**src/rtl/riscx_pkg.sv**
```systemverilog
// ============================================================================
// riscx_pkg: shared types and constants for the integer execute unit
// Holds opcode, function and status codes used by the unit and its helpers.
// ============================================================================
package riscx_pkg;

    // Result status codes.
    localparam logic [2:0] ST_OK      = 3'd0;
    localparam logic [2:0] ST_OVF     = 3'd1;
    localparam logic [2:0] ST_ADDR    = 3'd2;
    localparam logic [2:0] ST_RSV     = 3'd3;
    localparam logic [2:0] ST_MEM     = 3'd4;

    localparam logic [31:0] REGION_MASK = 32'hF000_0000;
    localparam logic [31:0] SIGN_FILL   = 32'hFFFF_0000;
    localparam logic [31:0] RESET_PC    = 32'h1000_0000;

    // Primary opcodes.
    localparam logic [5:0] OP_SPECIAL = 6'h00;
    localparam logic [5:0] OP_REGIMM  = 6'h01;
    localparam logic [5:0] OP_J       = 6'h02;
    localparam logic [5:0] OP_JAL     = 6'h03;
    localparam logic [5:0] OP_BEQ     = 6'h04;
    localparam logic [5:0] OP_BNE     = 6'h05;
    localparam logic [5:0] OP_BLEZ    = 6'h06;
    localparam logic [5:0] OP_BGTZ    = 6'h07;
    localparam logic [5:0] OP_ADDI    = 6'h08;
    localparam logic [5:0] OP_ADDIU   = 6'h09;
    localparam logic [5:0] OP_SLTI    = 6'h0A;
    localparam logic [5:0] OP_SLTIU   = 6'h0B;
    localparam logic [5:0] OP_ANDI    = 6'h0C;
    localparam logic [5:0] OP_ORI     = 6'h0D;
    localparam logic [5:0] OP_XORI    = 6'h0E;
    localparam logic [5:0] OP_LUI     = 6'h0F;
    localparam logic [5:0] OP_LB      = 6'h20;
    localparam logic [5:0] OP_LH      = 6'h21;
    localparam logic [5:0] OP_LWL     = 6'h22;
    localparam logic [5:0] OP_LW      = 6'h23;
    localparam logic [5:0] OP_LBU     = 6'h24;
    localparam logic [5:0] OP_LHU     = 6'h25;
    localparam logic [5:0] OP_LWR     = 6'h26;
    localparam logic [5:0] OP_SB      = 6'h28;
    localparam logic [5:0] OP_SH      = 6'h29;
    localparam logic [5:0] OP_SW      = 6'h2B;

    // SPECIAL function codes.
    localparam logic [5:0] FN_SLL   = 6'h00;
    localparam logic [5:0] FN_SRL   = 6'h02;
    localparam logic [5:0] FN_SRA   = 6'h03;
    localparam logic [5:0] FN_SLLV  = 6'h04;
    localparam logic [5:0] FN_SRLV  = 6'h06;
    localparam logic [5:0] FN_SRAV  = 6'h07;
    localparam logic [5:0] FN_JR    = 6'h08;
    localparam logic [5:0] FN_JALR  = 6'h09;
    localparam logic [5:0] FN_MFHI  = 6'h10;
    localparam logic [5:0] FN_MTHI  = 6'h11;
    localparam logic [5:0] FN_MFLO  = 6'h12;
    localparam logic [5:0] FN_MTLO  = 6'h13;
    localparam logic [5:0] FN_MULT  = 6'h18;
    localparam logic [5:0] FN_MULTU = 6'h19;
    localparam logic [5:0] FN_DIV   = 6'h1A;
    localparam logic [5:0] FN_DIVU  = 6'h1B;
    localparam logic [5:0] FN_ADD   = 6'h20;
    localparam logic [5:0] FN_ADDU  = 6'h21;
    localparam logic [5:0] FN_SUB   = 6'h22;
    localparam logic [5:0] FN_SUBU  = 6'h23;
    localparam logic [5:0] FN_AND   = 6'h24;
    localparam logic [5:0] FN_OR    = 6'h25;
    localparam logic [5:0] FN_XOR   = 6'h26;
    localparam logic [5:0] FN_NOR   = 6'h27;
    localparam logic [5:0] FN_SLT   = 6'h2A;
    localparam logic [5:0] FN_SLTU  = 6'h2B;

    // REGIMM rt codes.
    localparam logic [4:0] RI_BLTZ   = 5'h00;
    localparam logic [4:0] RI_BGEZ   = 5'h01;
    localparam logic [4:0] RI_BLTZAL = 5'h10;
    localparam logic [4:0] RI_BGEZAL = 5'h11;

    // Request to the multiply/divide unit.
    typedef struct packed {
        logic        start;
        logic        is_div;
        logic        is_signed;
        logic [31:0] a;
        logic [31:0] b;
    } t_md_req;

    // Response from the multiply/divide unit.
    typedef struct packed {
        logic        done;
        logic [31:0] hi;
        logic [31:0] lo;
    } t_md_rsp;

endpackage

```
**src/rtl/riscx_if.sv**
```systemverilog
// ============================================================================
// riscx_if: valid/ready channel carrying a generic payload
// One beat moves when valid and ready are both high at a rising edge.
// ============================================================================
interface riscx_if #(
    parameter type T = logic
);
    logic valid;
    logic ready;
    T     data;

    modport source (output valid, output data, input ready);
    modport sink   (input valid, input data, output ready);
endinterface

```
**src/rtl/riscx_muldiv.sv**
```systemverilog
// ============================================================================
// riscx_muldiv: radix-2 iterative multiply and divide unit
// Works on magnitudes one bit per cycle, then fixes the signs of the results.
// ============================================================================
module riscx_muldiv (
    input  logic                i_clk,
    input  logic                i_rst_n,
    input  riscx_pkg::t_md_req  i_req,
    output riscx_pkg::t_md_rsp  o_rsp
);
    import riscx_pkg::*;

    typedef enum logic [2:0] {
        S_IDLE = 3'b001,
        S_RUN  = 3'b010,
        S_FIX  = 3'b100
    } t_state;

    t_state      r_state;
    logic [4:0]  r_cnt;
    logic        r_div;
    logic        r_neg_q;
    logic        r_neg_r;
    logic [31:0] r_mcand;      // multiplicand or divisor magnitude
    logic [63:0] r_acc;        // {hi, lo} working register
    logic [32:0] w_sub;
    logic [32:0] w_add;

    logic        w_na, w_nb;
    assign w_na = i_req.is_signed & i_req.a[31];
    assign w_nb = i_req.is_signed & i_req.b[31];

    assign w_sub = {r_acc[63:31]} - {1'b0, r_mcand};
    assign w_add = {1'b0, r_acc[63:32]} + {1'b0, r_mcand};

    // Sequencer: one quotient or product bit per cycle.
    always_ff @(posedge i_clk) begin
        if (!i_rst_n) begin
            r_state <= S_IDLE;
            r_cnt   <= '0;
        end else begin
            unique case (r_state)
                S_IDLE: begin
                    if (i_req.start) begin
                        r_state <= S_RUN;
                        r_cnt   <= '0;
                    end
                end
                S_RUN: begin
                    r_cnt <= r_cnt + 5'd1;
                    if (r_cnt == 5'd31) begin
                        r_state <= S_FIX;
                    end
                end
                S_FIX: begin
                    r_state <= S_IDLE;
                end
                default: r_state <= S_IDLE;
            endcase
        end
    end

    // Datapath.
    always_ff @(posedge i_clk) begin
        case (r_state)
            S_IDLE: begin
                r_div   <= i_req.is_div;
                r_neg_q <= w_na ^ w_nb;
                r_neg_r <= w_na;
                r_mcand <= w_nb ? (32'd0 - i_req.b) : i_req.b;
                r_acc   <= {32'd0, (w_na ? (32'd0 - i_req.a) : i_req.a)};
            end
            S_RUN: begin
                if (r_div) begin
                    if (!w_sub[32]) begin
                        r_acc <= {w_sub[31:0], r_acc[30:0], 1'b1};
                    end else begin
                        r_acc <= {r_acc[62:0], 1'b0};
                    end
                end else begin
                    if (r_acc[0]) begin
                        r_acc <= {w_add, r_acc[31:1]};
                    end else begin
                        r_acc <= {1'b0, r_acc[63:1]};
                    end
                end
            end
            S_FIX: begin
                if (r_div) begin
                    if (r_neg_q) r_acc[31:0]  <= 32'd0 - r_acc[31:0];
                    if (r_neg_r) r_acc[63:32] <= 32'd0 - r_acc[63:32];
                end else if (r_neg_q) begin
                    r_acc <= 64'd0 - r_acc;
                end
            end
            default: ;
        endcase
    end

    assign o_rsp.done = (r_state == S_IDLE);
    assign o_rsp.hi   = r_acc[63:32];
    assign o_rsp.lo   = r_acc[31:0];
endmodule

```
**src/rtl/risc_integer_execute_unit.sv**
```systemverilog
// ============================================================================
// risc_integer_execute_unit: integer execute stage with register file
// Decodes and executes one instruction word per beat and returns one result.
// ============================================================================
// An instruction is taken, its operands are read from the register file in the
// next cycle, it is executed and committed in the EXEC state, and the result
// beat is offered from an output register; the unit accepts the next
// instruction once that result has been taken. Multiply and divide run on a
// shared one-bit-per-cycle unit. Writing reset_pc reloads the PC chain.
module risc_integer_execute_unit (
    input  logic        i_clk,
    input  logic        i_rst_n,
    riscx_if.sink       in_if,
    riscx_if.source     out_if,
    input  logic        psel,
    input  logic        penable,
    input  logic        pwrite,
    input  logic [1:0]  paddr,
    input  logic [31:0] pwdata,
    output logic [31:0] prdata,
    output logic        pready
);
    import riscx_pkg::*;

    typedef enum logic [4:0] {
        S_IDLE = 5'b00001,
        S_READ = 5'b00010,
        S_EXEC = 5'b00100,
        S_MD   = 5'b01000,
        S_OUT  = 5'b10000
    } t_state;

    t_state      r_state;
    logic [31:0] r_reset_pc;
    logic [31:0] r_pc, r_pc_ds, r_pc_as;
    logic [31:0] r_hi, r_lo;
    logic [31:0] r_regs [32];
    logic [31:0] r_word;
    logic [31:0] r_a, r_b;
    logic [2:0]  r_status;
    logic        r_we;
    logic [4:0]  r_dest;
    logic [31:0] r_val, r_fetch, r_acc;

    t_md_req     w_req;
    t_md_rsp     w_rsp;

    logic        w_cfg_wr;
    assign pready   = 1'b1;
    assign w_cfg_wr = psel & penable & pwrite & (paddr == 2'd0);
    assign prdata   = (paddr == 2'd0) ? r_reset_pc : 32'd0;

    // Instruction fields.
    logic [5:0]  w_op, w_fn;
    logic [4:0]  w_rs, w_rt, w_rd, w_sh;
    logic [31:0] w_imm, w_simm, w_seq, w_link, w_btgt;
    assign w_op   = r_word[31:26];
    assign w_rs   = r_word[25:21];
    assign w_rt   = r_word[20:16];
    assign w_rd   = r_word[15:11];
    assign w_sh   = r_word[10:6];
    assign w_fn   = r_word[5:0];
    assign w_imm  = {16'd0, r_word[15:0]};
    assign w_simm = r_word[15] ? (SIGN_FILL | w_imm) : w_imm;
    assign w_seq  = r_pc + 32'd4;
    assign w_link = r_pc + 32'd8;
    assign w_btgt = w_seq + {w_simm[29:0], 2'b00};

    // Decode and execute, combinational.
    logic [2:0]  n_status;
    logic        n_wr, n_taken, n_hand, n_md, n_mthi, n_mtlo;
    logic [4:0]  n_dest;
    logic [31:0] n_val, n_tgt, n_acc, w_r, w_shb;
    logic [4:0]  w_amt;
    always_comb begin
        n_status = ST_OK;
        n_wr     = 1'b0;
        n_taken  = 1'b0;
        n_hand   = 1'b0;
        n_md     = 1'b0;
        n_mthi   = 1'b0;
        n_mtlo   = 1'b0;
        n_dest   = 5'd0;
        n_val    = 32'd0;
        n_tgt    = w_btgt;
        n_acc    = 32'd0;
        w_r      = 32'd0;
        w_amt    = w_fn[2] ? r_a[4:0] : w_sh;
        w_shb    = 32'd0;
        case (w_op)
            OP_SPECIAL: begin
                n_dest = w_rd;
                case (w_fn)
                    FN_SLL, FN_SLLV: begin n_val = r_b << w_amt; n_wr = 1'b1; end
                    FN_SRL, FN_SRLV: begin n_val = r_b >> w_amt; n_wr = 1'b1; end
                    FN_SRA, FN_SRAV: begin
                        w_shb = $unsigned($signed(r_b) >>> w_amt);
                        n_val = w_shb;
                        n_wr  = 1'b1;
                    end
                    FN_JR, FN_JALR: begin
                        if (r_a[1:0] != 2'b00) begin
                            n_status = ST_ADDR;
                        end else begin
                            n_taken = 1'b1;
                            n_tgt   = r_a;
                            if (w_fn == FN_JALR) begin
                                n_val = w_link;
                                n_wr  = 1'b1;
                            end
                        end
                    end
                    FN_MFHI: begin n_val = r_hi; n_wr = 1'b1; end
                    FN_MFLO: begin n_val = r_lo; n_wr = 1'b1; end
                    FN_MTHI: n_mthi = 1'b1;
                    FN_MTLO: n_mtlo = 1'b1;
                    FN_MULT, FN_MULTU: n_md = 1'b1;
                    FN_DIV, FN_DIVU: n_md = (r_b != 32'd0);
                    FN_ADD: begin
                        w_r = r_a + r_b;
                        if ((r_a[31] == r_b[31]) && (w_r[31] != r_a[31])) begin
                            n_status = ST_OVF;
                        end else begin
                            n_val = w_r;
                            n_wr  = 1'b1;
                        end
                    end
                    FN_ADDU: begin n_val = r_a + r_b; n_wr = 1'b1; end
                    FN_SUB: begin
                        w_r = r_a - r_b;
                        if ((r_a[31] != r_b[31]) && (w_r[31] != r_a[31])) begin
                            n_status = ST_OVF;
                        end else begin
                            n_val = w_r;
                            n_wr  = 1'b1;
                        end
                    end
                    FN_SUBU: begin n_val = r_a - r_b; n_wr = 1'b1; end
                    FN_AND:  begin n_val = r_a & r_b; n_wr = 1'b1; end
                    FN_OR:   begin n_val = r_a | r_b; n_wr = 1'b1; end
                    FN_XOR:  begin n_val = r_a ^ r_b; n_wr = 1'b1; end
                    FN_NOR:  begin n_val = ~(r_a | r_b); n_wr = 1'b1; end
                    FN_SLT: begin
                        n_val = {31'd0, ($signed(r_a) < $signed(r_b))};
                        n_wr  = 1'b1;
                    end
                    FN_SLTU: begin n_val = {31'd0, (r_a < r_b)}; n_wr = 1'b1; end
                    default: n_status = ST_RSV;
                endcase
            end
            OP_REGIMM: begin
                unique case (w_rt)
                    RI_BLTZ, RI_BLTZAL: n_taken = r_a[31];
                    RI_BGEZ, RI_BGEZAL: n_taken = ~r_a[31];
                    default: n_status = ST_RSV;
                endcase
                if (n_status == ST_OK && w_rt[4]) begin
                    n_dest = 5'd31;
                    n_val  = w_link;
                    n_wr   = 1'b1;
                end
            end
            OP_J, OP_JAL: begin
                n_taken = 1'b1;
                n_tgt   = (w_seq & REGION_MASK) | {4'd0, r_word[25:0], 2'b00};
                if (w_op == OP_JAL) begin
                    n_dest = 5'd31;
                    n_val  = w_link;
                    n_wr   = 1'b1;
                end
            end
            OP_BEQ:  n_taken = (r_a == r_b);
            OP_BNE:  n_taken = (r_a != r_b);
            OP_BLEZ: n_taken = (r_a == 32'd0) || r_a[31];
            OP_BGTZ: n_taken = (r_a != 32'd0) && !r_a[31];
            OP_ADDI: begin
                w_r = r_a + w_simm;
                if ((r_a[31] == w_simm[31]) && (w_r[31] != r_a[31])) begin
                    n_status = ST_OVF;
                end else begin
                    n_dest = w_rt;
                    n_val  = w_r;
                    n_wr   = 1'b1;
                end
            end
            OP_ADDIU: begin n_dest = w_rt; n_val = r_a + w_simm; n_wr = 1'b1; end
            OP_SLTI: begin
                n_dest = w_rt;
                n_val  = {31'd0, ($signed(r_a) < $signed(w_simm))};
                n_wr   = 1'b1;
            end
            OP_SLTIU: begin n_dest = w_rt; n_val = {31'd0, (r_a < w_simm)}; n_wr = 1'b1; end
            OP_ANDI: begin n_dest = w_rt; n_val = r_a & w_imm; n_wr = 1'b1; end
            OP_ORI:  begin n_dest = w_rt; n_val = r_a | w_imm; n_wr = 1'b1; end
            OP_XORI: begin n_dest = w_rt; n_val = r_a ^ w_imm; n_wr = 1'b1; end
            OP_LUI:  begin n_dest = w_rt; n_val = {r_word[15:0], 16'd0}; n_wr = 1'b1; end
            OP_LB, OP_LH, OP_LWL, OP_LW, OP_LBU, OP_LHU, OP_LWR: begin
                n_status = ST_MEM;
                n_acc    = r_a + w_simm;
                n_hand   = 1'b1;
            end
            OP_SB, OP_SH, OP_SW: begin
                n_status = ST_MEM;
                n_acc    = r_a + w_simm;
            end
            default: n_status = ST_RSV;
        endcase
        // Writes to r0 are dropped.
        if (!(n_wr && n_dest != 5'd0)) begin
            n_wr   = 1'b0;
            n_val  = 32'd0;
            n_dest = n_hand ? w_rt : 5'd0;
        end
    end

    logic w_fault;
    assign w_fault = (n_status != ST_OK) && (n_status != ST_MEM);

    assign w_req.start     = (r_state == S_EXEC) && !w_fault && n_md;
    assign w_req.is_div    = w_fn[1];
    assign w_req.is_signed = ~w_fn[0];
    assign w_req.a         = r_a;
    assign w_req.b         = r_b;

    riscx_muldiv u_md (
        .i_clk   (i_clk),
        .i_rst_n (i_rst_n),
        .i_req   (w_req),
        .o_rsp   (w_rsp)
    );

    assign in_if.ready  = (r_state == S_IDLE);
    assign out_if.valid = (r_state == S_OUT);
    assign out_if.data  = {r_status, r_we, r_dest, r_val, r_fetch, r_acc};

    // Register file: one write port, read ports in the operand cycle.
    always_ff @(posedge i_clk) begin
        if (!i_rst_n) begin
            for (int k = 0; k < 32; k++) r_regs[k] <= 32'd0;
        end else if (r_state == S_EXEC && !w_fault && n_wr) begin
            r_regs[n_dest] <= n_val;
        end
    end

    // Sequencer and architectural state.
    logic [31:0] w_base;
    logic        w_md_wait;
    assign w_base = n_taken ? n_tgt : r_pc_as;
    logic [1:0] r_md_dly;
    assign w_md_wait = (r_md_dly != 2'd0) || !w_rsp.done;

    always_ff @(posedge i_clk) begin
        if (!i_rst_n) begin
            r_state    <= S_IDLE;
            r_reset_pc <= RESET_PC;
            r_pc       <= RESET_PC;
            r_pc_ds    <= RESET_PC + 32'd4;
            r_pc_as    <= RESET_PC + 32'd8;
            r_hi       <= 32'd0;
            r_lo       <= 32'd0;
            r_md_dly   <= 2'd0;
        end else begin
            if (w_cfg_wr) begin
                r_reset_pc <= pwdata;
                r_pc       <= pwdata;
                r_pc_ds    <= pwdata + 32'd4;
                r_pc_as    <= pwdata + 32'd8;
            end
            unique case (r_state)
                S_IDLE: begin
                    if (in_if.valid) begin
                        r_word  <= in_if.data;
                        r_state <= S_READ;
                    end
                end
                S_READ: begin
                    r_a     <= r_regs[w_rs];
                    r_b     <= r_regs[w_rt];
                    r_state <= S_EXEC;
                end
                S_EXEC: begin
                    r_status <= n_status;
                    if (w_fault) begin
                        r_we    <= 1'b0;
                        r_dest  <= 5'd0;
                        r_val   <= 32'd0;
                        r_acc   <= 32'd0;
                        r_fetch <= r_pc;
                        r_state <= S_OUT;
                    end else begin
                        r_we    <= n_wr;
                        r_dest  <= n_dest;
                        r_val   <= n_val;
                        r_acc   <= n_acc;
                        r_fetch <= r_pc_ds;
                        r_pc    <= r_pc_ds;
                        r_pc_ds <= w_base;
                        r_pc_as <= w_base + 32'd4;
                        if (n_mthi) r_hi <= r_a;
                        if (n_mtlo) r_lo <= r_a;
                        if (n_md) begin
                            r_md_dly <= 2'd2;
                            r_state  <= S_MD;
                        end else begin
                            r_state <= S_OUT;
                        end
                    end
                end
                S_MD: begin
                    if (r_md_dly != 2'd0) r_md_dly <= r_md_dly - 2'd1;
                    if (!w_md_wait) begin
                        r_hi    <= w_rsp.hi;
                        r_lo    <= w_rsp.lo;
                        r_state <= S_OUT;
                    end
                end
                S_OUT: begin
                    if (out_if.ready) r_state <= S_IDLE;
                end
                default: r_state <= S_IDLE;
            endcase
        end
    end
endmodule

```
**src/flat_wrapper.sv**
```systemverilog
// flat-port wrapper written by rule: the top's interface ports become plain ports
module risc_integer_execute_unit_flat import riscx_pkg::*;
  (i_clk, i_rst_n, psel, penable, pwrite, paddr, pwdata, prdata, pready, in_if_valid, in_if_data, in_if_ready, out_if_valid, out_if_data, out_if_ready);
  riscx_if in_if_i ();
  riscx_if out_if_i ();
  input  logic i_clk;
  input  logic i_rst_n;
  input  logic psel;
  input  logic penable;
  input  logic pwrite;
  input  logic [1:0] paddr;
  input  logic [31:0] pwdata;
  output logic [31:0] prdata;
  output logic pready;
  input wire logic [$bits(in_if_i.valid)-1:0] in_if_valid;
  input wire logic [$bits(in_if_i.data)-1:0] in_if_data;
  output wire logic [$bits(in_if_i.ready)-1:0] in_if_ready;
  output wire logic [$bits(out_if_i.valid)-1:0] out_if_valid;
  output wire logic [$bits(out_if_i.data)-1:0] out_if_data;
  input wire logic [$bits(out_if_i.ready)-1:0] out_if_ready;
  assign in_if_i.valid = in_if_valid;
  assign in_if_i.data = in_if_data;
  assign in_if_ready = in_if_i.ready;
  assign out_if_valid = out_if_i.valid;
  assign out_if_data = out_if_i.data;
  assign out_if_i.ready = out_if_ready;
  risc_integer_execute_unit u_core (.i_clk(i_clk), .i_rst_n(i_rst_n), .in_if(in_if_i), .out_if(out_if_i), .psel(psel), .penable(penable), .pwrite(pwrite), .paddr(paddr), .pwdata(pwdata), .prdata(prdata), .pready(pready));
endmodule
```
**config.mk**
```make
export PLATFORM = sky130hd
export DESIGN_NAME = risc_integer_execute_unit_flat
export DESIGN_NICKNAME = d
export VERILOG_FILES = /design/src/rtl/riscx_pkg.sv /design/src/rtl/riscx_if.sv /design/src/rtl/riscx_muldiv.sv /design/src/rtl/risc_integer_execute_unit.sv /design/src/flat_wrapper.sv
export SDC_FILE = /design/constraint.sdc
export NUM_CORES = 1
export LEC_CHECK = 0
export BUFFER_PORTS_ARGS = -buffer_cell sky130_fd_sc_hd__buf_4
export CORE_MARGIN = 4
export CORE_UTILIZATION = 43
export DETAILED_ROUTE_END_ITERATION = 16
export GPL_TIMING_DRIVEN = 0
export PLACE_DENSITY = 0.75
export SLEW_MARGIN = 20
export SYNTH_ARGS = -nofsm -noshare
export SYNTH_HDL_FRONTEND = slang
export SYNTH_SLANG_ARGS = --single-unit
export TNS_END_PERCENT = 100
```
**constraint.sdc**
```tcl
create_clock -name i_clk -period 1.1 [get_ports i_clk]
set_input_delay 0.055 -clock i_clk [delete_from_list [all_inputs] [get_ports i_clk]]
set_output_delay 0.055 -clock i_clk [all_outputs]
set_load 0.05 [all_outputs]
```
# ---- After elaboration in Yosys (flattened, before gate mapping)
# Cells that the tools add are included.
dict set report word_totals {
  register_bits 48
  input_bits 42
  out_inout_bits 36
  word_cells 53
}
dict set report op_classes {
  addsub 2
  eq_ne 15
  muxes 11
  bitwise_logic 5
  n_reduce_logical 14
}
# op n
set op_table {}
lappend op_table {{32-bit two-way mux} 1}
lappend op_table {{5-bit case mux with 5 select lines} 1}
lappend op_table {{5-bit two-way mux} 4}
lappend op_table {{5-bit equality test, second input constant} 2}
lappend op_table {{2-bit != test, second input constant} 4}
lappend op_table {{6-bit logical NOT} 1}
lappend op_table {{2-bit two-way mux} 3}
lappend op_table {{3-bit case mux with 2 select lines} 1}
lappend op_table {{3-bit AND reduction} 2}
lappend op_table {{2-bit nonzero test} 3}
lappend op_table {{5-bit by 1-bit adder with 5-bit output, second input constant} 1}
lappend op_table {{5-bit by 1-bit equality test with 1-bit output, second input constant} 1}
lappend op_table {{5-bit by 2-bit equality test with 1-bit output, second input constant} 1}
lappend op_table {{5-bit by 3-bit equality test with 1-bit output, second input constant} 1}
lappend op_table {{5-bit by 4-bit equality test with 1-bit output, second input constant} 1}
lappend op_table {{2-bit by 1-bit != test with 1-bit output, second input constant} 2}
lappend op_table {{2-bit AND reduction} 2}
lappend op_table {{4-bit AND reduction} 1}
lappend op_table {{1-bit AND} 3}
lappend op_table {{3-bit by 1-bit equality test with 1-bit output, second input constant} 1}
lappend op_table {{3-bit by 2-bit equality test with 1-bit output, second input constant} 1}
lappend op_table {{3-bit two-way mux} 1}
lappend op_table {{2-bit by 3-bit != test with 1-bit output, second input constant} 1}
lappend op_table {{3-bit nonzero test} 1}
lappend op_table {{6 further kinds} 7}

# ---- Depth between registers and ports, before layout
# Gate-level depths: netlist of the first run.
dict set report depth {
  word_depth 6
  depth_mapped 5
  depth_no_buf 3
}

# ---- Least setup slack after synthesis of the first run
# Ideal clock, no wire load.
dict set report synth_timing {
  path_type {register -> output}
  from {reg u_core.r_state[4]}
  to {out out_if_valid}
  arrival_time_ps 1977
  setup_slack_ps -932
  path_stages_with_launch 3
  path_buffers 0
  cell_sequence {dfxtp_1 inv_1 nor4_1}
}
dict set report synth_via {
  elab_chain_len 1
}
# element line
set synth_rtl {}
lappend synth_rtl {{start, declared} risc_integer_execute_unit.sv:33} ;# t_state r_state;
lappend synth_rtl {{start signal, assigned} risc_integer_execute_unit.sv:254} ;# r_state <= S_IDLE;
lappend synth_rtl {{start signal, assigned} risc_integer_execute_unit.sv:273} ;# r_state <= S_READ;
lappend synth_rtl {{start signal, assigned} risc_integer_execute_unit.sv:279} ;# r_state <= S_EXEC;
lappend synth_rtl {{5-bit equality test} risc_integer_execute_unit.sv:233} ;# assign out_if.valid = (r_state == S_OUT);
lappend synth_rtl {{end, declared} flat_wrapper.sv:18} ;# output wire logic [$bits(out_if_i.valid)-1:0] out_if_valid;
# No other way between the ends.

# ---- Final worst setup path of the first run
dict set report layout_timing {
  from {reg u_core.r_state[4]}
  to {out in_if_ready}
}
dict set report layout_via {
  elab_chain_len 1
}
# element line
set layout_rtl {}
lappend layout_rtl {{5-bit by 1-bit equality test with 1-bit output} risc_integer_execute_unit.sv:232} ;# assign in_if.ready = (r_state == S_IDLE);
lappend layout_rtl {{end, declared} flat_wrapper.sv:17} ;# output wire logic [$bits(in_if_i.ready)-1:0] in_if_ready;
# No other way between the ends.

==> results.sh, run 1 <==
export IMPL_ys_flop_type="dfxtp_1"
export IMPL_holdPathStages=2
export IMPL_final_hold_viol_count=0
export IMPL_min_to="u_core.r_state[1]$_SDFFE_PN0P_"
export IMPL_wl_met3_um=350
export IMPL_ctsRootBufferMaster="clkbuf_8"
export IMPL_ys_seq_elements=36
export IMPL_status="finished with violations"
export IMPL_dp_cells=332
export IMPL_vdd_drop_max_uv=700
export IMPL_hp_class="in -> reg"
export IMPL_antenna_left=0
export IMPL_die_h_um=74.5
export IMPL_crit_chain="nor4b_4, buf_6"
export IMPL_first_iter_violations=82
export IMPL_globalRouteOverflowTotal=0
export IMPL_grt_usage_pct=17.4
export IMPL_slowest_stage="dfxtp_4"
export IMPL_cpPeakStageDelay_ns=0.37
export IMPL_areaGrowthSynthToFinish_pct=41.3
export IMPL_die_w_um=74.5
export IMPL_wl_per_cell_um=13.7
export IMPL_finalClockSkew_ns=0.000683
export IMPL_routed_top_layer="met4"
export IMPL_nNetsFinal=333
export IMPL_antenna_cells=0
export IMPL_reg2reg_from="u_core.r_state[2]$_SDFFE_PN0P_"
export IMPL_syn_area_mm2=0.00190
export IMPL_fill_cells=382
export IMPL_grt_pass1_wl_mm=7.45
export IMPL_initial_core_util_pct=45.9
export IMPL_maxCapViolCount=0
export IMPL_clkTransAtPathRegs_ns=0.06
export IMPL_worstSkewPairLatency_ns=0.27
export IMPL_ys_seq_area_share_pct=37.9
export IMPL_clock_sinks=36
export IMPL_cts_buffer_depth=2
export IMPL_synthCells=210
export IMPL_rsz0062_at_grt="yes"
export IMPL_drt_pass1_iterations=4
export IMPL_ys_types=29
export IMPL_num_rows=23
export IMPL_htree_levels=2
export IMPL_io_pins=78
export IMPL_syn_num_nets=252
export IMPL_worst_r2r_setup_slack_ns=-0.06
export IMPL_drt_total_wl_mm=4.70
export IMPL_synth_yosys_warnings=0
export IMPL_fmax_mhz=828
export IMPL_cts_made_buffers=5
export IMPL_grt_start_max_net_pins=12
export IMPL_ys_async_sr_fraction_pct=0
export IMPL_arrival_ns=1.15
export IMPL_cts_tree="yes"
export IMPL_path_max_fanout=4
export IMPL_yosysTopAreaCellShare_pct=37.9
export IMPL_fin_crit_sh_pct=110
export IMPL_power_leakage_nw=1.35
export IMPL_synth_edf_count=0
export IMPL_violations="negative setup slack"
export IMPL_dr_wl_met2_mm=2.18
export IMPL_drc=0
export IMPL_die_area_mm2=0.00555
export IMPL_endpoint_kind="output pin"
export IMPL_finalMaxSlewViolations=0
export IMPL_min_delay_start="in_if_valid"
export IMPL_io_buffers=72
export IMPL_power_per_cell_area_mw_per_mm2=1120
export IMPL_antenna_found_initial=0
export IMPL_core_mm2=0.00414
export IMPL_path_class="reg -> out"
export IMPL_place_congestion=0.738
export IMPL_post_route_worst_setup_slack_ns=-0.108
export IMPL_drt_met1_wl_mm=2.14
export IMPL_reg2reg_to="u_core.r_state[4]$_SDFFE_PN0P_"
export IMPL_synthTopCellsByArea="dfxtp_1 38%, o21a_1 12%, and2_1 11%"
export IMPL_setup_tns_ns=-0.338
export IMPL_synth_area_leader_cell="dfxtp_1"
export IMPL_drive_gt1_share_pct=36.0
export IMPL_num_vias=1690
export IMPL_stdcell_count=342
export IMPL_min_period_ns=1.21
export IMPL_grt_pass1_vias=1592
export IMPL_avgSynthCellArea_um2=9.06
export IMPL_hpwl_mm=3.38
export IMPL_via_per_inst=4.94
export IMPL_finalSetupViolCount=4
export IMPL_hold_buffers=0
export IMPL_crit_path_start_kind="flip-flop"
export IMPL_ff2ff_path_depth=2
export IMPL_critPathRequiredTime_ns=1.04
-- synthesized netlist by cell type, drive strengths merged, types with 2 or more instances --
library cell,instances
buf,10
clkbuf,14
inv,2
o21a,31
a21boi,31
dfxtp,36
o21ai,3
and2,32
and3,32
nor2,3
conb,2
-- flip-flops by register name, summed over array words and instances (netlist names) --
register and cells:
u_core.r_reset_pc 32, u_core.r_state 4
-- worst max path at each step --
stage,from,to
6_report,u_core.r_state[4]$_SDFFE_PN0P_,in_if_ready
5_1_grt,u_core.r_state[4]$_SDFFE_PN0P_,out_if_valid
4_1_cts,u_core.r_state[2]$_SDFFE_PN0P_,in_if_ready
3_5_place_dp,paddr[1],prdata[31]
3_3_place_gp,paddr[1],prdata[15]
2_1_floorplan,u_core.r_state[2]$_SDFFE_PN0P_,u_core.r_state[0]$_SDFFE_PN1P_
-- through the flow --
step	cell area [µm²]	utilization, %	hold WS (ns)	worst slack, ns	power (mW)
6_report	2690	64.9	0.0598	-0.108	3.01
5_1_grt	2690	64.9	0.0635	-0.176	3.15
4_1_cts	2680	64.6	0.0490	-0.176	3.04
3_5_place_dp	2530	61.1	0.334	-0.147	1.87
3_3_place_gp	2530	61.1	0.326	-0.147	1.87
2_1_floorplan	1930	-	0.214	-0.350	1.69
-- cells by family (layout without fill, tap and decap cells) --
kind of cell | Yosys count | in the layout | share of synthesized area [%]
AND/OR/NAND/NOR | 75 | 75 | 25.8
AO/OA/AOI/OAI | 70 | 70 | 27.6
flip-flops | 36 | 36 | 37.9
buffers and inverters | 26 | 108 | 7.82
other | 2 | 2 | 0.395
XOR/XNOR | 1 | 1 | 0.460
-- worst max-delay path, delay by kind of cell (launching register included) --
kind	cells	cell delay, ns
buffers and inverters	1	0.20
DFF	1	0.37
and+or+nand+nor	1	0.31
-- cell usage in the layout, fill, tap and decap left out --
master / netlist / final
buf_4: 3 / 75
and2_1: 32 / 32
and3_1: 32 / 32
dfxtp_1: 36 / 32
o21a_1: 31 / 31
a21boi_1: 21 / 21
clkbuf_1: 14 / 12
a21boi_0: 10 / 10
buf_6: 5 / 7
clkbuf_8: 0 / 5
dfxtp_4: 0 / 4
nor2_2: 0 / 2
clkbuf_2: 0 / 2
buf_2: 2 / 2
o21ai_0: 2 / 2
conb_1: 2 / 2
nor4b_4: 0 / 1
clkbuf_4: 0 / 1
inv_4: 0 / 1
nor4_4: 0 / 1
and4bb_1: 1 / 1
and3b_1: 1 / 1
a21oi_1: 1 / 1
o21ai_1: 1 / 1
nor2_1: 3 / 1
and4b_1: 1 / 1
or4b_4: 1 / 1
xor2_1: 1 / 1
o211a_1: 1 / 1
inv_1: 2 / 1
a21bo_1: 1 / 1
o21bai_1: 1 / 1
nor3b_1: 1 / 1
nor2b_1: 1 / 1
a211oi_2: 1 / 1
clkinv_2: 0 / 1
bufinv_16: 0 / 1
-- per-layer routing --
metal  up-vias  track usage, %
met5         -               0
met4         0            5.34
met3         2            4.46
met2        46            28.0
met1       756            22.9
li1        886               -
-- power by group --
part / switching, mW / internal [mW] / total [mW]
Clock: 0.457 / 0.673 / 1.13
Combinational: 0.249 / 0.251 / 0.500
Sequential: 0.0427 / 1.34 / 1.38
Total: 0.749 / 2.26 / 3.01
-- area by class of cell --
class / count / area, µm² / area share, %
buffer: 23 / 136 / 5.07
multi-input combinational: 148 / 1060 / 39.5
tap: 50 / 62.6 / 2.33
timing repair buffer: 75 / 574 / 21.4
sequential: 36 / 736 / 27.4
inverter: 2 / 10.0 / 0.372
clock buffer: 6 / 72.6 / 2.70
clock inverter: 2 / 35.0 / 1.30
-- timing repair --
| action | CTS | global route |
|---|---|---|
| buffers inserted | 2 | 1 |
| endpoints found under the setup margin | 34 | 5 |
| resized for setup | 10 | 7 |
| pin swaps | 1 | 3 |
| hold endpoints to repair | 0 | 0 |
(Power assumes the default switching activity.)
==> run 2: changes to the inputs <==
--- a/config.mk
+++ b/config.mk
@@ -10,7 +10,7 @@
 export CORE_UTILIZATION = 43
 export DETAILED_ROUTE_END_ITERATION = 16
 export GPL_TIMING_DRIVEN = 0
-export PLACE_DENSITY = 0.75
+export PLACE_DENSITY = 0.73
 export SLEW_MARGIN = 20
 export SYNTH_ARGS = -nofsm -noshare
 export SYNTH_HDL_FRONTEND = slang
==> run 2 against run 1 <==
Compared with the run above:
- the run still ends with negative setup slack left
- worst hold slack worse by 0.030 ns
- total power fell by 4.0%
- clock-buffer cell count up 1
- die area did not move
- final cell count shrank 0.29%
- via count increased by 0.71%
- setup slack worse by 0.014 ns
- sequential share of layout area increased by 0.13 points
- non-clock buffer count is the same
- sequential cell count stayed put
- routed wire length up 1.4%
- critical path type unchanged
- highest routed layer unchanged
==> results.sh, run 2 (same netlist as run 1, synthesis figures left out) <==
export IMPL_finalMaxSlewViolations=0
export IMPL_drt_pass1_iterations=4
export IMPL_num_vias=1702
export IMPL_areaGrowthSynthToFinish_pct=40.6
export IMPL_antenna_cells=0
export IMPL_post_route_worst_setup_slack_ns=-0.121
export IMPL_ff2ff_path_depth=2
export IMPL_core_mm2=0.00414
export IMPL_antenna_left=0
export IMPL_arrival_ns=1.17
export IMPL_fill_cells=371
export IMPL_path_max_fanout=3
export IMPL_multi_input_area_mm2=0.00107
export IMPL_cts_made_buffers=5
export IMPL_ctsRootBufferMaster="clkbuf_8"
export IMPL_slowest_stage="dfxtp_4"
export IMPL_path_class="reg -> out"
export IMPL_min_delay_start="in_if_valid"
export IMPL_grt_pass1_vias=1603
export IMPL_status="finished with violations"
export IMPL_holdPathStages=2
export IMPL_final_hold_viol_count=0
export IMPL_io_buffers=72
export IMPL_final_common_cell="buf_4"
export IMPL_fin_crit_sh_pct=111
export IMPL_clkTransAtPathRegs_ns=0.07
export IMPL_maxCapViolCount=0
export IMPL_drc=0
export IMPL_drive_gt1_share_pct=36.1
export IMPL_antenna_found_initial=0
export IMPL_die_h_um=74.5
export IMPL_hold_buffers=0
export IMPL_hpwl_mm=3.39
export IMPL_stdcell_count=341
export IMPL_first_iter_violations=95
export IMPL_io_pins=78
export IMPL_htree_levels=2
export IMPL_power_leakage_nw=1.35
export IMPL_wl_per_cell_um=14.0
export IMPL_grt_pass1_wl_mm=7.40
export IMPL_power_per_cell_area_mw_per_mm2=1080
export IMPL_cpPeakStageDelay_ns=0.37
export IMPL_via_per_inst=4.99
export IMPL_grt_start_max_net_pins=11
export IMPL_cts_tree="yes"
export IMPL_min_period_ns=1.22
export IMPL_rsz0062_at_grt="yes"
export IMPL_worstSkewPairLatency_ns=0.28
export IMPL_crit_chain="nor4b_4, buf_6"
export IMPL_dp_slack_ns=-0.193
export IMPL_grt_usage_pct=17.6
export IMPL_endpoint_kind="output pin"
export IMPL_vdd_drop_max_uv=797
export IMPL_finalClockSkew_ns=0.000625
export IMPL_reg2reg_from="u_core.r_state[0]$_SDFFE_PN1P_"
export IMPL_die_w_um=74.5
export IMPL_worst_r2r_setup_slack_ns=-0.09
export IMPL_clock_sinks=36
export IMPL_min_to="u_core.r_state[1]$_SDFFE_PN0P_"
export IMPL_crit_buf_inv=1
export IMPL_critPathRequiredTime_ns=1.04
export IMPL_die_area_mm2=0.00555
export IMPL_globalRouteOverflowTotal=0
export IMPL_dp_cells=332
export IMPL_reg2reg_to="u_core.r_state[4]$_SDFFE_PN0P_"
export IMPL_reg_top3="u_core.r_reset_pc (32), u_core.r_state (4)"
export IMPL_fmax_mhz=819
export IMPL_num_rows=23
export IMPL_crit_family="flip-flops"
export IMPL_layout_common_cells="76 x buf_4, 32 x and2_1, 32 x and3_1, 32 x dfxtp_1, 31 x o21a_1"
export IMPL_hp_class="in -> reg"
export IMPL_place_congestion=0.799
export IMPL_finalSetupViolCount=4
export IMPL_cts_buffer_depth=2
export IMPL_drt_total_wl_mm=4.76
export IMPL_initial_core_util_pct=45.9
export IMPL_nNetsFinal=333
export IMPL_final_seq_area_um2=736
export IMPL_violations="negative setup slack"
export IMPL_largest_register_ffs=32
export IMPL_largest_register="u_core.r_reset_pc"
export IMPL_crit_path_start_kind="flip-flop"
==> run 2: area by class of cell <==
type	instances	share of cell area, %
plain buffers	23	5.10
multi-input cells	148	39.9
well taps	50	2.34
flip-flops and latches	36	27.5
clock buffers	7	3.60
inverters	2	0.281
repair buffers	75	21.3
==> run 2: how the worst max path moves through the flow <==
stage / from / end / slack [ns] / depth (start not counted)
floorplan: u_core.r_state[2]$_SDFFE_PN0P_ / u_core.r_state[0]$_SDFFE_PN1P_ / -0.35 / 4
global placement: paddr[1] / prdata[26] / -0.17 / 5
detailed placement: paddr[1] / prdata[0] / -0.19 / 5
CTS: u_core.r_state[2]$_SDFFE_PN0P_ / in_if_ready / -0.15 / 3
global route: u_core.r_state[1]$_SDFFE_PN0P_ / in_if_ready / -0.17 / 2
finish: u_core.r_state[1]$_SDFFE_PN0P_ / in_if_ready / -0.12 / 2
==> run 2: metrics by stage <==
stage | TNS (ns) | power (mW) | area [µm²] | utilization [%] | hold slack, ns
finish | -0.377 | 2.89 | 2680 | 64.6 | 0.0302
global placement | -6.95 | 1.87 | 2530 | 61.1 | 0.324
CTS | -0.531 | 2.92 | 2660 | 64.3 | 0.0217
floorplan | -1.10 | 1.69 | 1930 | - | 0.214
global route | -0.579 | 3.03 | 2680 | 64.6 | 0.0206
detailed placement | -7.96 | 1.87 | 2530 | 61.1 | 0.322
==> run 2: worst register-to-register path, stage by stage (launching register included) <==
cell and delay [ns]:
dfxtp_4 0.37, or4b_4 0.55, a211oi_2 0.19
==> run 2: what timing repair did <==
item,CTS,global route
pin swaps,3,4
setup buffers,2,1
setup endpoints to repair,34,28
hold endpoints to repair,0,0
cloned,0,0
resized for setup,10,10
==> run 2: where the power goes <==
group	switching [mW]	internal (mW)	leakage [nW]	total, mW
registers	0.0390	1.34	0.293	1.38
logic	0.254	0.251	1.00	0.505
clock network	0.452	0.558	0.0503	1.01
==> run 2: routing by layer <==
metal	GRT usage, %	vias to the layer above	share of wire [%]
met4	5.93	0	0.99
met3	5.14	4	7.7
met1	22.9	764	46
met5	0	-	0
met2	27.8	54	45
li1	-	880	-
==> run 3: changes to the inputs <==
--- a/config.mk
+++ b/config.mk
@@ -11,6 +11,7 @@
 export DETAILED_ROUTE_END_ITERATION = 16
 export GPL_TIMING_DRIVEN = 0
 export PLACE_DENSITY = 0.73
+export REMOVE_ABC_BUFFERS = 1
 export SLEW_MARGIN = 20
 export SYNTH_ARGS = -nofsm -noshare
 export SYNTH_HDL_FRONTEND = slang
==> run 3 against run 2 <==
Compared with the run above:
- the run still ends with negative setup slack left
- maximum frequency fell by 4.3%
- largest cell class unchanged
- sequential cell count did not move
- critical path type is now reg -> reg
- clock-buffer cell count rose by 1
==> results.sh, run 3 (same netlist as run 1, synthesis figures left out) <==
export IMPL_ff2ff_path_depth=3
export IMPL_drt_pass1_iterations=4
export IMPL_worst_r2r_setup_slack_ns=-0.18
export IMPL_reg2reg_from="u_core.r_state[4]$_SDFFE_PN0P_"
export IMPL_power_leakage_nw=1.31
export IMPL_grt_pass1_wl_mm=6.96
export IMPL_cts_made_buffers=5
export IMPL_grt_start_max_net_pins=65
export IMPL_io_buffers=74
export IMPL_htree_levels=2
export IMPL_cts_tree="yes"
export IMPL_wl_per_cell_um=14.1
export IMPL_antenna_found_initial=0
export IMPL_dp_cells=312
export IMPL_cts_buffer_depth=2
export IMPL_num_rows=23
export IMPL_fill_cells=376
export IMPL_grt_pass1_vias=1635
export IMPL_internal_power_mw=2.10
export IMPL_initial_core_util_pct=45.9
export IMPL_rsz0062_at_grt="yes"
export IMPL_holdPathStages=2
export IMPL_ctsRootBufferMaster="clkbuf_8"
export IMPL_pwr_share_seq_pct=48.6
export IMPL_setup_tns_ns=-0.607
export IMPL_die_w_um=74.5
export IMPL_endpoint_kind="flip-flop"
export IMPL_grt_usage_pct=15.9
export IMPL_violations="negative setup slack"
export IMPL_status="finished with violations"
export IMPL_areaGrowthSynthToFinish_pct=38.1
export IMPL_finalSetupViolCount=4
export IMPL_drt_total_wl_mm=4.60
export IMPL_core_mm2=0.00414
export IMPL_min_to="u_core.r_state[1]$_SDFFE_PN0P_"
export IMPL_crit_path_start_kind="flip-flop"
export IMPL_hpwl_mm=2.75
export IMPL_p_sw_uw=740
export IMPL_clock_sinks=36
export IMPL_first_iter_violations=99
export IMPL_power_frac_clock_pct=33.5
export IMPL_finalMaxSlewViolations=0
export IMPL_reg2reg_to="u_core.r_state[4]$_SDFFE_PN0P_"
export IMPL_worstSkewPairLatency_ns=0.28
export IMPL_post_route_worst_setup_slack_ns=-0.176
export IMPL_fin_crit_sh_pct=116
export IMPL_drc=0
export IMPL_switching_share_pct=26.0
export IMPL_layout_common_cells="76 x buf_4, 32 x and2_1, 32 x and3_1, 32 x dfxtp_1, 31 x o21a_1"
export IMPL_vdd_drop_max_uv=592
export IMPL_nNetsFinal=317
export IMPL_finalClockSkew_ns=0.00140
export IMPL_finish_utilization_pct=63.4
export IMPL_path_class="reg -> reg"
export IMPL_worstMarginPinSlew_ns=0.526
export IMPL_antenna_cells=0
export IMPL_die_area_mm2=0.00555
export IMPL_path_max_fanout=3
export IMPL_critPathRequiredTime_ns=1.30
export IMPL_stdcell_count=326
export IMPL_reg_top3="u_core.r_reset_pc (32), u_core.r_state (4)"
export IMPL_clkTransAtPathRegs_ns=0.07
export IMPL_drive_gt1_share_pct=36.2
export IMPL_via_per_inst=5.30
export IMPL_antenna_left=0
export IMPL_largest_register_ffs=32
export IMPL_pwr_share_comb_pct=17.9
export IMPL_slew_headroom_pct=64.9
export IMPL_fmax_mhz=784
export IMPL_num_vias=1727
export IMPL_min_period_ns=1.28
export IMPL_final_common_cell="buf_4"
export IMPL_hp_class="in -> reg"
export IMPL_die_h_um=74.5
export IMPL_final_hold_viol_count=0
export IMPL_maxCapViolCount=0
export IMPL_multi_input_area_mm2=0.00109
export IMPL_io_pins=78
export IMPL_final_seq_area_um2=733
export IMPL_power_per_cell_area_mw_per_mm2=1080
export IMPL_hold_buffers=0
export IMPL_min_delay_start="in_if_valid"
export IMPL_place_congestion=0.646
export IMPL_arrival_ns=1.47
export IMPL_largest_register="u_core.r_reset_pc"
export IMPL_globalRouteOverflowTotal=0
[run 3: worst max path at each step]
stage                                   startpoint                            endpoint  slack, ns  cells after the start
CTS                 u_core.r_state[4]$_SDFFE_PN0P_                        out_if_valid      -0.17                      3
floorplan           u_core.r_state[4]$_SDFFE_PN0P_                        out_if_valid      -0.93                      2
global placement                          paddr[0]  u_core.r_reset_pc[24]$_SDFFE_PN0P_      -1.26                      4
global route        u_core.r_state[4]$_SDFFE_PN0P_      u_core.r_state[4]$_SDFFE_PN0P_      -0.20                      3
finish              u_core.r_state[4]$_SDFFE_PN0P_      u_core.r_state[4]$_SDFFE_PN0P_      -0.18                      3
detailed placement                        paddr[0]  u_core.r_reset_pc[21]$_SDFFE_PN0P_      -0.43                      5
[run 3: through the flow]
step                      cell area (µm²)  worst slack (ns)  hold WS (ns)  power (mW)
after floorplan                      1760            -0.932         0.135        1.60
after global placement               2380             -1.26         0.308        1.81
after detailed placement             2420            -0.430         0.319        1.82
after CTS                            2570            -0.170        0.0211        2.83
after global routing                 2630            -0.199        0.0301        2.97
final                                2630            -0.176        0.0303        2.84
[run 3: what timing repair did]
item                       in CTS  in global routing
setup buffers                   2                  3
setup endpoints to repair      41                 29
cloned                          0                  1
pin swaps                       2                  8
resized for setup              12                  6
[run 3: power by group through the flow]
stage	Combinational [mW]	Sequential (mW)	Clock, mW
finish	0.508	1.38	0.953
global route	0.545	1.39	1.03
CTS	0.468	1.37	0.989
detailed placement	0.428	1.40	0
global placement	0.411	1.40	0
floorplan	0.206	1.39	0
[run 3: per-layer routing]
metal | global-route usage (%) | vias up | routed length [µm] | part of all wire [%]
met5 | 0 | - | 0 | 0
met4 | 5.93 | 0 | 47 | 1.0
met3 | 4.05 | 6 | 329 | 7.2
met2 | 29.5 | 60 | 2240 | 49
met1 | 17.1 | 806 | 1980 | 43
li1 | - | 855 | - | -
[run 3: final cells by class]
type | instances | area share (%)
clock buffer | 8 | 3.43
timing repair buffer | 81 | 24.6
sequential | 36 | 27.9
multi-input combinational | 149 | 41.4
inverter | 2 | 0.286
tap | 50 | 2.38
[run 3: worst max-delay path, cell delays in order, from the launching register on]
cell and delay (ns):
dfxtp_4 0.38, buf_6 0.09, or4b_4 0.49, a211oi_2 0.23
